$ cat config.mk
export PLATFORM = sky130hd
export DESIGN_NAME = rvsc_regfile
export DESIGN_NICKNAME = d
export VERILOG_FILES = /design/src/hw/rtl/rvsc_pkg.sv /design/src/hw/rtl/rvsc_regfile.sv
export SDC_FILE = /design/constraint.sdc
export NUM_CORES = 1
export LEC_CHECK = 0
export ABC_AREA = 1
export BUFFER_PORTS_ARGS = -buffer_cell sky130_fd_sc_hd__buf_4
export CORE_MARGIN = 2
export CORE_UTILIZATION = 40
export CTS_CLUSTER_DIAMETER = 200
export DETAILED_ROUTE_END_ITERATION = 12
export MAX_ROUTING_LAYER = met4
export PLACE_DENSITY = 0.58
export SYNTH_ARGS = -nofsm -noshare
export SYNTH_HDL_FRONTEND = slang
export SYNTH_SLANG_ARGS = --single-unit
export TNS_END_PERCENT = 30
$ cat constraint.sdc
create_clock -name clk_i -period 1.4 [get_ports clk_i]
set_input_delay 0.28 -clock clk_i [delete_from_list [all_inputs] [get_ports clk_i]]
set_output_delay 0.28 -clock clk_i [all_outputs]
set_load 0.005 [all_outputs]
$ cat src/hw/rtl/rvsc_pkg.sv
// Shared types, constants and opcodes of the RV32 subset core.
package rvsc_pkg;

  localparam int unsigned XLEN          = 32;
  localparam int unsigned REG_FIELD_W   = 5;
  localparam int unsigned REG_NUM_W     = 4;
  localparam int unsigned LOAD_ADDR_W   = 10;
  localparam int unsigned MEM_WORD_W    = 10;
  localparam int unsigned MEM_WORDS_DEF = 1024;
  localparam int unsigned NUM_REGS_DEF  = 16;

  // Request kinds
  localparam logic REQ_WRITE = 1'b0;
  localparam logic REQ_STEP  = 1'b1;

  // Supported major opcodes
  localparam logic [6:0] OP_ADDI  = 7'h13;
  localparam logic [6:0] OP_JALR  = 7'h67;
  localparam logic [6:0] OP_ADD   = 7'h33;
  localparam logic [6:0] OP_LUI   = 7'h37;
  localparam logic [6:0] OP_LOAD  = 7'h03;
  localparam logic [6:0] OP_STORE = 7'h23;

  // Load and store widths (funct3)
  localparam logic [2:0] F3_WORD = 3'd2;
  localparam logic [2:0] F3_BU   = 3'd4;
  localparam logic [2:0] F3_BYTE = 3'd0;

  typedef enum logic [1:0] {
    ST_IDLE,
    ST_DECODE,
    ST_EXEC,
    ST_MEM
  } ctrl_state_e;

  typedef struct packed {
    logic                   req_type;
    logic [LOAD_ADDR_W-1:0] load_addr;
    logic [XLEN-1:0]        load_data;
  } req_t;

  typedef struct packed {
    logic [XLEN-1:0]       pc_after;
    logic                  reg_we;
    logic [REG_NUM_W-1:0]  reg_num;
    logic [XLEN-1:0]       reg_value;
    logic                  mem_we;
    logic [MEM_WORD_W-1:0] mem_word;
    logic                  bad_opcode;
  } rsp_t;

endpackage

$ cat src/hw/rtl/rvsc_regfile.sv
// Register file: two registered read ports, one write port, per-entry valid bits.
module rvsc_regfile import rvsc_pkg::*; #(
  parameter int unsigned NUM_REGS = NUM_REGS_DEF,
  localparam int unsigned RIDX_W  = $clog2(NUM_REGS)
) (
  input  logic                   clk_i,
  input  logic                   rst_ni,
  input  logic                   re_i,
  input  logic [REG_FIELD_W-1:0] raddr1_i,
  input  logic [REG_FIELD_W-1:0] raddr2_i,
  output logic [XLEN-1:0]        rdata1_o,
  output logic [XLEN-1:0]        rdata2_o,
  input  logic                   we_i,
  input  logic [REG_FIELD_W-1:0] waddr_i,
  input  logic [XLEN-1:0]        wdata_i
);

  logic [XLEN-1:0]     regs_q [NUM_REGS];
  logic [NUM_REGS-1:0] vld_q;
  logic [XLEN-1:0]     rd1_q, rd2_q;
  logic                ok1_q, ok2_q;
  logic                in1, in2, inw;

  // An index at or beyond the file size reads as zero and is never written
  assign in1 = {1'b0, raddr1_i} < (REG_FIELD_W + 1)'(NUM_REGS);
  assign in2 = {1'b0, raddr2_i} < (REG_FIELD_W + 1)'(NUM_REGS);
  assign inw = {1'b0, waddr_i}  < (REG_FIELD_W + 1)'(NUM_REGS);

  // Mark entries written since reset
  always_ff @(posedge clk_i or negedge rst_ni) begin
    if (!rst_ni) begin
      vld_q <= '0;
      ok1_q <= 1'b0;
      ok2_q <= 1'b0;
    end else begin
      if (we_i && inw) begin
        vld_q[waddr_i[RIDX_W-1:0]] <= 1'b1;
      end
      if (re_i) begin
        ok1_q <= in1 && vld_q[raddr1_i[RIDX_W-1:0]];
        ok2_q <= in2 && vld_q[raddr2_i[RIDX_W-1:0]];
      end
    end
  end

  // Storage array and registered reads
  always_ff @(posedge clk_i) begin
    if (we_i && inw) begin
      regs_q[waddr_i[RIDX_W-1:0]] <= wdata_i;
    end
    if (re_i) begin
      rd1_q <= regs_q[raddr1_i[RIDX_W-1:0]];
      rd2_q <= regs_q[raddr2_i[RIDX_W-1:0]];
    end
  end

  assign rdata1_o = ok1_q ? rd1_q : '0;
  assign rdata2_o = ok2_q ? rd2_q : '0;

endmodule

==> impl_metrics.py <==
metrics = {
    "route": {
        "drt_iter0_drc": 2387,
        "detail_route.wl_per_cell_um": 21.8,
        "drt_wl_total_um": 86900,
        "drc": 0,
        "via_per_inst": 5.72,
        "vias": 22800,
        "ant_nets": 0,
        "firstDrtPassIters": 8,
    },
    "worst_hold_path": {
        "hold_path_depth": 1,
        "min_from": "wdata_i[16]",
        "min_path_type": "input port to flop",
        "hold_path_end": "regs_q[7][16]",
    },
    "die": {
        "row_count": 98,
        "dieWidth_um": 272,
        "die_area_um2": 73900,
        "fp.dieH_um": 272,
        "initial_core_util_pct": 40.3,
        "core_um2": 71200,
        "io_pins": 115,
    },
    "final_layout": {
        "num-nets-final": 3038,
        "drive_gt1_share_pct": 15.6,
        "final_cells": 3989,
        "diodes": 0,
        "syn2layout_area_growth_pct": 21.3,
    },
    "global_routing": {
        "grt_overflow_total": 0,
        "antenna_found_initial": 0,
        "grt_start_max_net_pins": 71,
        "grt_pass1_wl_um": 131000,
        "first_global_vias": 21700,
        "grt_usage_pct": 23.9,
    },
    "logic_synthesis": {
        "synth_area_per_cell_um2": 10.2,
        "synth_warnings": 0,
        "seq_area_frac_synth_pct": 61.8,
        "ys_ff_latch": 594,
        "syn-num-nets": 2866,
        "synthDistinctLibCells": 19,
        "syn_inst": 2815,
        "synth_area_um2": 28700,
    },
    "run": {
        "maxCapViolations": 0,
    },
    "power_and_ir_drop": {
        "peakVddDrop_mv": 0.831,
        "power_density_nw_per_um2": 1210,
        "leakagePower_nw": 13.4,
    },
    "critical_path": {
        "critPathArrivalTime_ns": 1.60,
        "criticalPathCategory": "flop to output pin",
        "rr_worst_depth": 4,
        "regToRegEndpoint": "rd1_q[14]",
        "cp-end-kind": "output pin",
        "worstReg2RegStart": "regs_q[2][14]",
        "required_ns": 1.12,
        "r2r_setup_slack_ns": 0.11,
        "start_kind": "flop",
        "worstPathMaxFanout": 7,
    },
    "clock_tree": {
        "clock_sinks": 594,
        "cts_tree": "done",
        "cts_inserted_buffers": 68,
        "worstSkewPairLatency_ns": 0.62,
        "htreeDepth": 3,
        "clockRootBuffer": "clkbuf_16",
        "clkTransAtPathRegs_ns": 0.06,
        "clk_path_buf_depth": 3,
    },
    "sta": {
        "finalHoldViolations": 0,
        "setup_viol": 64,
        "hold_ws_ns": 0.0114,
        "rsz0062_at_grt": "true",
        "finalMaxSlewViolations": 0,
        "setup-tns-final_ns": -25.45,
        "final.period_utilization_pct": 135,
        "max_freq_mhz": 531,
        "worst_pin_slew_ns": 0.417,
        "fin_worst_skew_ns": 0.0250,
        "min_period_ns": 1.88,
        "slew-limit-headroom_pct": 72.2,
        "layout_setup_ws_ns": -0.483,
    },
    "placement": {
        "place_hpwl_um": 53900,
        "dp_cells": 3833,
        "portBuffers": 114,
        "place_congestion": 0.855,
    },
    "status": {
        "status": "complete, but fails checks",
        "violations": "setup timing",
    },
}
==> cells in the mapped netlist <==
cell type | instances | area share [%]
o21ai_1 | 93 | 1.6
buf_6 | 38 | 1.5
a21oi_1 | 254 | 4.4
o21ai_0 | 179 | 3.1
dfrtp_1 | 18 | 1.6
edfxtp_1 | 576 | 60
clkbuf_1 | 69 | 0.90
o211ai_1 | 256 | 6.7
nor2_1 | 19 | 0.25
buf_8 | 3 | 0.16
buf_2 | 78 | 1.4
buf_4 | 9 | 0.24
clkbuf_2 | 8 | 0.14
nand3_1 | 416 | 7.3
buf_1 | 19 | 0.25
inv_2 | 1 | 0.013
a21oi_2 | 2 | 0.061
inv_1 | 349 | 4.6
nand2_1 | 428 | 5.6
==> routing by layer <==
metal | GRT usage, % | vias up | part of all wire, %
met5 | - | - | 0
met4 | 10.7 | 0 | 4.5
li1 | - | 10400 | -
met3 | 3.30 | 256 | 7.5
met1 | 31.2 | 11000 | 41
met2 | 37.2 | 1140 | 47
==> through the flow <==
stage / power, mW / utilization (%) / area, um2 / setup slack, ns
after floorplan: 22.6 / - / 28900 / -0.247
after global placement: 24.5 / 44.9 / 32000 / -0.277
after detailed placement: 24.5 / 44.9 / 32000 / -0.280
after CTS: 42.2 / 48.8 / 34700 / -0.497
after global routing: 43.3 / 48.9 / 34800 / -0.516
final: 42.0 / 48.9 / 34800 / -0.483
==> registers in the layout (all words and copies together) (netlist names) <==
name,cells
rd2_q,32
ok1_q,1
ok2_q,1
vld_q,16
rd1_q,32
regs_q,512
==> kinds of logic after synthesis <==
group	Yosys count	share of synthesized area, %
compound gates	784	15.9
buf+inv	574	9.11
flops	594	61.8
simple gates	863	13.1
==> how the worst max path moves through the flow <==
stage,from,end,depth (start not counted)
after floorplan,we_i,regs_q[10][0],4
after global placement,raddr2_i[0],rd2_q[26],7
after detailed placement,raddr2_i[0],rd2_q[22],7
after CTS,ok1_q,rdata1_o[18],5
after global routing,ok1_q,rdata1_o[30],5
final,ok1_q,rdata1_o[13],5
==> cell type report <==
| class | instances | area, um2 |
|---|---|---|
| Timing Repair Buffer | 326 | 3730 |
| Clock buffer | 83 | 1820 |
| Sequential cell | 594 | 17700 |
| Tap cell | 950 | 1190 |
| Inverter | 350 | 1330 |
| Multi-Input combinational cell | 1647 | 8660 |
| Clock inverter | 39 | 337 |
| Fill cell | 6298 | 36400 |
==> what timing repair did <==
item	CTS	global route
hold endpoints to repair	395	0
pin swaps	9	11
hold buffers	30	0
endpoints found under the setup margin	64	64
resized for setup	72	23
setup buffers	2	0
cloned	2	0
==> power by group <==
part           switching (mW)  internal, mW
logic                    2.71          1.71
registers               0.162          19.9
clock network            7.27          10.2
total                    10.1          31.8
==> critical path, stage by stage (launching register included) <==
cell and delay, ns:
dfrtp_2 0.42, buf_12 0.17, buf_16 0.17, nand2_4 0.08, inv_2 0.03, buf_6 0.10
==> placed cells by master (no fill, tap or decap), types with 4 or more instances in the layout <==
cell	instances
nand3_4	4
nand3_1	412
inv_2	24
edfxtp_1	576
clkbuf_16	71
buf_4	188
o211ai_1	256
o21ai_1	93
dlygate4sd3_1	30
nor2_4	17
nand2_2	18
dfrtp_1	16
bufinv_16	5
nand2_4	12
o21ai_0	179
clkinv_1	16
inv_1	323
nand2_1	397
clkinv_2	12
a21oi_1	254
clkbuf_1	12
buf_12	84
buf_6	16
(Power assumes the default switching activity.)
